## src/sv/kcl_pkg.sv

```systemverilog
// Shared constants and types for the keypad code lock.
package kcl_pkg;

	localparam int unsigned KEY_W   = 5;
	localparam int unsigned TRIES_W = 4;
	localparam int unsigned DIGCNT_W = 3;

	localparam logic [KEY_W-1:0] KEY_CONFIRM = 5'd16;
	localparam logic [KEY_W-1:0] KEY_CLEAR   = 5'd17;
	localparam logic [KEY_W-1:0] KEY_SKIP_A  = 5'd18;
	localparam logic [KEY_W-1:0] KEY_SKIP_B  = 5'd19;
	localparam logic [KEY_W-1:0] KEY_NONE    = 5'd22;

	localparam logic [TRIES_W-1:0] TRIES_RESET = 4'd3;

	typedef struct packed {
		logic                locked;
		logic [TRIES_W-1:0]  tries_left;
		logic                code_accepted;
		logic                code_rejected;
		logic                beep_restart;
		logic                code_changed;
		logic [DIGCNT_W-1:0] digits_entered;
	} result_t;

endpackage

```

## src/sv/keypad_code_lock_top.sv

```systemverilog
// Keypad code lock: input register, key evaluation and result register.
//
// Key events enter on the in channel (func, key) with valid/ready and each
// produces exactly one result item on the out channel with valid/ready.
// An accepted item is held in the input register, evaluated against the lock
// state combinationally and written to the result register, which offers it
// on the out channel. Throughput is one item per cycle while the receiver
// takes each result as it is offered.
// When the receiver stalls, the result register holds and the input register
// still takes one more item; the in channel then backs off until the result
// is taken. The cfg channel writes max_tries and is always ready; write it
// only with no item in flight.
// Reset clears both registers' valid bits, empties the entry buffer, loads
// the stored code 1,2,3,... , sets both entry positions to zero, tries to 3,
// max_tries to 3 and closes the lock.
module keypad_code_lock_top #(
	parameter int unsigned CODE_LENGTH = 5
) (
	input  logic                         clk,
	input  logic                         arst_n,
	input  logic                         in_valid,
	output logic                         in_ready,
	input  logic                         func,
	input  logic [kcl_pkg::KEY_W-1:0]    key,
	output logic                         out_valid,
	input  logic                         out_ready,
	output logic                         locked,
	output logic [kcl_pkg::TRIES_W-1:0]  tries_left,
	output logic                         code_accepted,
	output logic                         code_rejected,
	output logic                         beep_restart,
	output logic                         code_changed,
	output logic [kcl_pkg::DIGCNT_W-1:0] digits_entered,
	input  logic                         cfg_valid,
	output logic                         cfg_ready,
	input  logic [kcl_pkg::TRIES_W-1:0]  max_tries
);

	logic                        valid_s1;
	logic                        func_s1;
	logic [kcl_pkg::KEY_W-1:0]   key_s1;
	logic                        valid_s2;
	kcl_pkg::result_t            res_s2;
	kcl_pkg::result_t            res_comb;
	logic [kcl_pkg::TRIES_W-1:0] max_tries_q;
	logic                        advance;

	assign advance   = valid_s1 && (!valid_s2 || out_ready);
	assign in_ready  = !valid_s1 || advance;
	assign cfg_ready = 1'b1;

	always_ff @(posedge clk or negedge arst_n) begin
		if (!arst_n) begin
			max_tries_q <= kcl_pkg::TRIES_RESET;
		end else if (cfg_valid) begin
			max_tries_q <= max_tries;
		end
	end

	always_ff @(posedge clk or negedge arst_n) begin
		if (!arst_n) begin
			valid_s1 <= 1'b0;
		end else if (in_ready) begin
			valid_s1 <= in_valid;
		end
	end

	always_ff @(posedge clk) begin
		if (in_ready && in_valid) begin
			func_s1 <= func;
			key_s1  <= key;
		end
	end

	kcl_core #(
		.CODE_LENGTH (CODE_LENGTH)
	) u_core (
		.clk       (clk),
		.arst_n    (arst_n),
		.fire      (advance),
		.func      (func_s1),
		.key       (key_s1),
		.max_tries (max_tries_q),
		.result    (res_comb)
	);

	always_ff @(posedge clk or negedge arst_n) begin
		if (!arst_n) begin
			valid_s2 <= 1'b0;
		end else if (!valid_s2 || out_ready) begin
			valid_s2 <= valid_s1;
		end
	end

	always_ff @(posedge clk) begin
		if (advance) begin
			res_s2 <= res_comb;
		end
	end

	assign out_valid      = valid_s2;
	assign locked         = res_s2.locked;
	assign tries_left     = res_s2.tries_left;
	assign code_accepted  = res_s2.code_accepted;
	assign code_rejected  = res_s2.code_rejected;
	assign beep_restart   = res_s2.beep_restart;
	assign code_changed   = res_s2.code_changed;
	assign digits_entered = res_s2.digits_entered;

	a_flags_exclusive: assert property (@(posedge clk) disable iff (!arst_n)
		out_valid |-> !(code_accepted && code_rejected))
		else $error("accept and reject flagged together");

	a_beep_on_reject: assert property (@(posedge clk) disable iff (!arst_n)
		out_valid |-> (beep_restart == code_rejected))
		else $error("beep restart not tied to rejection");

	a_accept_opens: assert property (@(posedge clk) disable iff (!arst_n)
		(out_valid && code_accepted) |-> !locked)
		else $error("accepted code left lock closed");

	a_stays_open: assert property (@(posedge clk) disable iff (!arst_n)
		(out_valid && !locked) |=> (!out_valid || !locked))
		else $error("lock closed again after opening");

	a_accept_no_change: assert property (@(posedge clk) disable iff (!arst_n)
		out_valid |-> !(code_changed && (code_accepted || code_rejected)))
		else $error("code change flagged with an unlock confirm");

endmodule

```

## src/sv/kcl_core.sv

```systemverilog
// Lock state and the combinational key evaluation.
module kcl_core #(
	parameter int unsigned CODE_LENGTH = 5
) (
	input  logic                          clk,
	input  logic                          arst_n,
	input  logic                          fire,
	input  logic                          func,
	input  logic [kcl_pkg::KEY_W-1:0]     key,
	input  logic [kcl_pkg::TRIES_W-1:0]   max_tries,
	output kcl_pkg::result_t              result
);

	localparam int unsigned PW = $clog2(CODE_LENGTH + 1);
	localparam logic [PW-1:0] LEN = PW'(CODE_LENGTH);

	typedef logic [CODE_LENGTH-1:0][kcl_pkg::KEY_W-1:0] code_t;

	code_t                        entry_q, entry_n;
	code_t                        stored_q, stored_n;
	logic [PW-1:0]                unl_pos_q, unl_pos_n;
	logic [PW-1:0]                chg_pos_q, chg_pos_n;
	logic [kcl_pkg::TRIES_W-1:0]  tries_q, tries_n;
	logic                         lock_q, lock_n;

	code_t stored_rst;
	always_comb begin
		for (int i = 0; i < CODE_LENGTH; i++) begin
			stored_rst[i] = kcl_pkg::KEY_W'(i + 1);
		end
	end

	always_comb begin
		logic            is_digit;
		logic [PW-1:0]   pos_sel;
		logic            digit_wr;
		logic            accepted;
		logic            rejected;
		logic            changed;
		logic [PW+2:0]   pos_ext;

		is_digit = (key != kcl_pkg::KEY_CONFIRM) && (key != kcl_pkg::KEY_CLEAR) &&
			(key != kcl_pkg::KEY_SKIP_A) && (key != kcl_pkg::KEY_SKIP_B) &&
			(key != kcl_pkg::KEY_NONE);
		pos_sel  = func ? chg_pos_q : unl_pos_q;
		digit_wr = is_digit && (pos_sel < LEN);

		entry_n   = entry_q;
		stored_n  = stored_q;
		unl_pos_n = unl_pos_q;
		chg_pos_n = chg_pos_q;
		tries_n   = tries_q;
		lock_n    = lock_q;
		accepted  = 1'b0;
		rejected  = 1'b0;
		changed   = 1'b0;

		if (digit_wr) begin
			for (int i = 0; i < CODE_LENGTH; i++) begin
				if (pos_sel == PW'(i)) begin
					entry_n[i] = key;
				end
			end
			if (func) begin
				chg_pos_n = pos_sel + 1'b1;
			end else begin
				unl_pos_n = pos_sel + 1'b1;
			end
		end

		if (key == kcl_pkg::KEY_CONFIRM) begin
			if (!func) begin
				unl_pos_n = '0;
				if (entry_q == stored_q) begin
					accepted = 1'b1;
					tries_n  = max_tries;
					lock_n   = 1'b0;
				end else begin
					rejected = 1'b1;
					if (tries_q != '0) begin
						tries_n = tries_q - 1'b1;
					end
				end
			end else if (chg_pos_q == LEN) begin
				chg_pos_n = '0;
				stored_n  = entry_q;
				entry_n   = '0;
				changed   = 1'b1;
			end
		end

		if (key == kcl_pkg::KEY_CLEAR) begin
			entry_n = '0;
			if (func) begin
				chg_pos_n = '0;
			end else begin
				unl_pos_n = '0;
			end
		end

		pos_ext = {3'b000, (func ? chg_pos_n : unl_pos_n)};

		result.locked         = lock_n;
		result.tries_left     = tries_n;
		result.code_accepted  = accepted;
		result.code_rejected  = rejected;
		result.beep_restart   = rejected;
		result.code_changed   = changed;
		result.digits_entered = pos_ext[kcl_pkg::DIGCNT_W-1:0];
	end

	always_ff @(posedge clk or negedge arst_n) begin
		if (!arst_n) begin
			entry_q   <= '0;
			stored_q  <= stored_rst;
			unl_pos_q <= '0;
			chg_pos_q <= '0;
			tries_q   <= kcl_pkg::TRIES_RESET;
			lock_q    <= 1'b1;
		end else if (fire) begin
			entry_q   <= entry_n;
			stored_q  <= stored_n;
			unl_pos_q <= unl_pos_n;
			chg_pos_q <= chg_pos_n;
			tries_q   <= tries_n;
			lock_q    <= lock_n;
		end
	end

endmodule
```

## config.mk

```make
export PLATFORM = sky130hd
export DESIGN_NAME = keypad_code_lock_top
export DESIGN_NICKNAME = d
export VERILOG_FILES = /design/src/sv/kcl_pkg.sv /design/src/sv/keypad_code_lock_top.sv /design/src/sv/kcl_core.sv
export SDC_FILE = /design/constraint.sdc
export NUM_CORES = 1
export LEC_CHECK = 0
export BUFFER_PORTS_ARGS = -buffer_cell sky130_fd_sc_hd__buf_2
export CORE_MARGIN = 1.5
export CORE_UTILIZATION = 60
export CTS_BUF_LIST = sky130_fd_sc_hd__clkbuf_16
export CTS_CLUSTER_SIZE = 40
export DETAILED_ROUTE_END_ITERATION = 16
export GPL_TIMING_DRIVEN = 0
export PLACE_DENSITY = 0.9
export SLEW_MARGIN = 40
export SYNTH_ARGS = -nofsm -noshare
export SYNTH_HDL_FRONTEND = slang
export SYNTH_HIERARCHICAL = 1
export SYNTH_SLANG_ARGS = --single-unit
```

## constraint.sdc

```tcl
create_clock -name clk -period 3.95 [get_ports clk]
set_clock_uncertainty 0.15 [all_clocks]
set_input_delay 0.1975 -clock clk [delete_from_list [all_inputs] [get_ports clk]]
set_output_delay 0.1975 -clock clk [all_outputs]
set_load 0.01 [all_outputs]
```

==> results <==
- By area the synthesized netlist is led by sky130_fd_sc_hd__dfrtp_1 (35%), sky130_fd_sc_hd__edfxtp_1 (14%), sky130_fd_sc_hd__mux2_2 (9.0%).
- In this run the critical register-to-register path is captured at tries_left[1]$_DFFE_PP_.
- The finished cells cover 4636 µm².
- In this run the clock root is driven by a sky130_fd_sc_hd__clkbuf_16.
- The overall routing resource usage is 0.2557.
- The sequential element share of the synthesized area is 0.5727.
- The horizontal die dimension is 83.60 µm.
- The largest net degree at the start of global routing is 36.
- The routability congestion estimate is 0.8356.
- The share of synthesized area in the top cell type comes to 0.3531.
- The area of the core is 6314 µm².
- The final hold violation count is 0.
- The static power due to leakage is 2.108 nW.
- The violation count after the first detailed-route iteration is 213.
- The average instance in the mapped netlist occupies 12.61 µm².
- The layout filler cell count is 404.
- Buffers inserted during clock tree synthesis total 9.
- Setup repair after global routing left no endpoint under its margin.
- The total number of clock tree sinks is 85.
- The nature of the critical path startpoint is a flop.
- The critical-path cell with the highest stage delay is sky130_fd_sc_hd__dfstp_2.
- Measured along the y axis, the die boundary spans between 80 and 90 µm.
- In this run the worst path has a maximum fanout of 10.
- The library cells used most frequently in the layout, excluding fill and tap cells, are sky130_fd_sc_hd__dfrtp_1 (55), sky130_fd_sc_hd__buf_2 (34), sky130_fd_sc_hd__mux2_2 (31).
- The most used flip-flop cell after synthesis is sky130_fd_sc_hd__dfrtp_1.
- Registers take around 2200 µm².
- Timing would allow up to 0.3935 GHz.
- The signal on the critical path passes through xnor2_1 > nand4_1 > nor4_1 > nand3_1 > buf_2 > mux2i_1 > a2bb2oi_1.
- The count of unresolved DRC violations after routing is 0.
- The startpoint identified for the worst register-to-register timing path is u_core/stored_q[17]$_DFFE_PN1P_.
- The starting utilization of the core area is 0.6173.
- Data arrives at the worst endpoint at 2.46 ns.
- The run finished with clean final reports.
- The synthesized netlist contains 39 unique library cells.
- In the final layout, the multi-input gates occupy approximately 1600 µm².
- The maximum VDD drop is 0.4650 mV.
- The clock insertion delay at the later pin of the skew report is ~0.33 ns.
- The most critical setup path has its startpoint at u_core/stored_q[17]$_DFFE_PN1P_.
- After global routing the overflow that remains totals 0.
- The number of synthesized flops with an enable pin is 18.
- The worst hold path passes through 3 cells.
- The number of cells on the worst reg-to-reg path is 7.
- The final count of pins violating max slew is 0.
- Dividing the detail-routed via count by the number of cells gives 6.016.
- The largest area contributor in the synthesized netlist is sky130_fd_sc_hd__dfrtp_1.
- STA classifies the critical path endpoint as a flop.
- The critical path ends at tries_left[1]$_DFFE_PP_.
- The critical path's largest stage delay is 0.54 ns.
- The post-synth net total is 330.
- The number of ports placed on the die boundary is 30.
- Summing every instance area after synthesis gives 3897 µm².
- The total of buffers placed on input and output ports is 28.
- Summing all placed instances gives a cell area of about 4200 µm².
- The post-route setup TNS is 0 ns.
- The number of levels in the clock H-tree is 3.
- In the final design database the tool counted about 380 nets.
- The number of register bits inferred by synthesis is 85.
- The first-pass GRT wire length is roughly 14,000 µm.
- Detailed placement ended at an HPWL of 5185 µm.
- The first TritonRoute pass finished after 5 iterations.
- For this design the ratio of total power to cell area is ~630 nW/µm².
- For this run, asynchronously set or reset flops after synthesis account for 0.7882.
- The repair_antennas step left the layout with diodes totalling 0.
- The path class of the lowest-slack min-delay path is in -> reg.
- The number of global-route vias before repair was 2,775.
- For this run, the number of Yosys warnings is 6.
- The required time of the critical path is roughly 3.9 ns.
- At the pin with the least slew margin, the transition time is 0.7353 ns.
- Of the available clock period, the critical path in the final layout requires 0.6434.
- The worst setup path is of the reg -> reg kind.
- The internal reg-to-reg setup slack is about 1.4 ns.
- Leaving out fill and tap cells, the most frequent cell in the layout is sky130_fd_sc_hd__dfrtp_1.
- The die covers 6988 µm².
- Clock-pin slew was measured on the worst setup and hold paths at 0.06 ns.
- In this run the tightest slew margin relative to its limit is 0.5098.
- The wire length after detailed routing is 8222 µm.
- The number of buffers inserted by post-CTS setup repair is 0.
- The CTS tree is done.
- The layout-stage area growth over the synthesis result is 18.94%.
- The number of antenna violations at the first check in global routing is 0.
- The total number of vias is ~2,700.
- The finished layout holds 443 standard cells, fillers aside.
- Synthesis produced ~310 cells.
- In the final layout, the share of cells above drive strength 1 is 0.2760.
- Counting I/O delays and the setup requirement, the final critical path takes 2.542 ns.
- The floorplan has 29 rows.
- The mean routed wirelength per cell is around 19 µm.
- Setup violations remaining at the end of the flow were counted as 0.
- The detail route stage leaves a number of antenna-violating nets equal to 0.
- The tool flagged a number of max-cap violations equal to 0.
- The number of buffers on the longest clock path is 2.
- Post-CTS repair changed the size of 0 cells.
- The number of placed instances, taps included is 415.
[kinds of logic (layout without fill, tap and decap cells)]
group,count (synthesis),after routing,share of synthesized area
compound gates,66,66,0.1226
xor+xnor,27,27,0.06067
fa+ha+maj,6,6,0.01926
buf+inv,23,80,0.02728
flops,85,85,0.5727
mux,39,39,0.1101
other cells,1,1,0.0009622
simple gates,62,62,0.08636
[state kept, by name, indices dropped and copies added, names as in the netlist, 3 cells and up]
name / count
digits_entered: 3
key_s1: 5
max_tries_q: 4
tries_left: 4
u_core/chg_pos_q: 3
u_core/entry_q: 25
u_core/stored_q: 25
u_core/tries_q: 4
u_core/unl_pos_q: 3
[stage by stage]
step	utilization	hold slack [ns]	power, mW	setup slack, ns
final	0.7342	0.01877	2.922	1.408
after global routing	0.7342	0.02446	3.074	1.235
after CTS	0.7342	0.002248	2.917	1.396
after detailed placement	0.6583	0.02776	1.899	1.509
after global placement	0.6548	0.2236	1.862	1.551
after floorplan	-	-0.2481	1.711	1.772
[layout make-up]
type                    instances  share of cell area
inverters                      11            0.008907
repair buffers                 41             0.06100
clock inverters                 6             0.02348
flip-flops and latches         85              0.4815
plain buffers                  12             0.01404
well taps                      77             0.02078
multi-input cells             201              0.3363
clock buffers                  10             0.05398
[worst min path at each step]
stage | from | to | slack (ns)
finish | out_ready | valid_s1$_DFFE_PN0P_ | 0.02
global route | cfg_valid | max_tries_q[0]$_DFFE_PN1P_ | 0.02
CTS | out_ready | out_valid$_DFFE_PN0P_ | 0.002
detailed placement | arst_n | u_core/stored_q[7]$_DFFE_PN0P_ | 0.03
global placement | key[3] | key_s1[3]$_DFFE_PP_ | 0.22
floorplan | arst_n | max_tries_q[2]$_DFFE_PN0P_ | -0.25
[metal layers]
layer  routed length [µm]  GRT usage  up-vias
met5                    0          0        -
met2                 4293     0.4340      110
met3                  388    0.04550       27
met4                  208     0.1103        0
li1                     -          -     1222
met1                 3332     0.3231     1306
[cells in the mapped netlist, types with 4 or more instances]
library cell,n
sky130_fd_sc_hd__dfrtp_1,55
sky130_fd_sc_hd__mux2_2,31
sky130_fd_sc_hd__a22o_1,27
sky130_fd_sc_hd__xnor2_1,23
sky130_fd_sc_hd__edfxtp_1,18
sky130_fd_sc_hd__nand2_1,13
sky130_fd_sc_hd__dfstp_2,12
sky130_fd_sc_hd__inv_1,11
sky130_fd_sc_hd__a21oi_1,9
sky130_fd_sc_hd__nor2_1,9
sky130_fd_sc_hd__and2_1,8
sky130_fd_sc_hd__mux2i_1,8
sky130_fd_sc_hd__nor3_1,8
sky130_fd_sc_hd__buf_2,7
sky130_fd_sc_hd__o21ai_1,7
sky130_fd_sc_hd__o22ai_1,7
sky130_fd_sc_hd__ha_1,6
sky130_fd_sc_hd__nand2b_1,5
sky130_fd_sc_hd__nand4_1,5
sky130_fd_sc_hd__nor2b_1,5
sky130_fd_sc_hd__o21ai_0,5
sky130_fd_sc_hd__a2bb2oi_1,4
sky130_fd_sc_hd__xor2_1,4
[critical path, delay by kind of cell, from the launching register on]
family	cells	cell delay [ns]
mux	1	0.24
flops	1	0.54
buf+inv	1	0.27
compound gates	1	0.14
xor+xnor	1	0.13
simple gates	3	0.81
[power breakdown]
group,switching (mW),internal [mW]
combinational,0.349,0.331
sequential,0.167,1.08
clock,0.336,0.654
total,0.853,2.07
[repair_timing]
item / in CTS / in global routing
hold buffers: 12 / 0
hold endpoints to repair: 40 / 0
endpoints found under the setup margin: 0 / 0
Note: power is estimated with default switching activity, not from simulation.
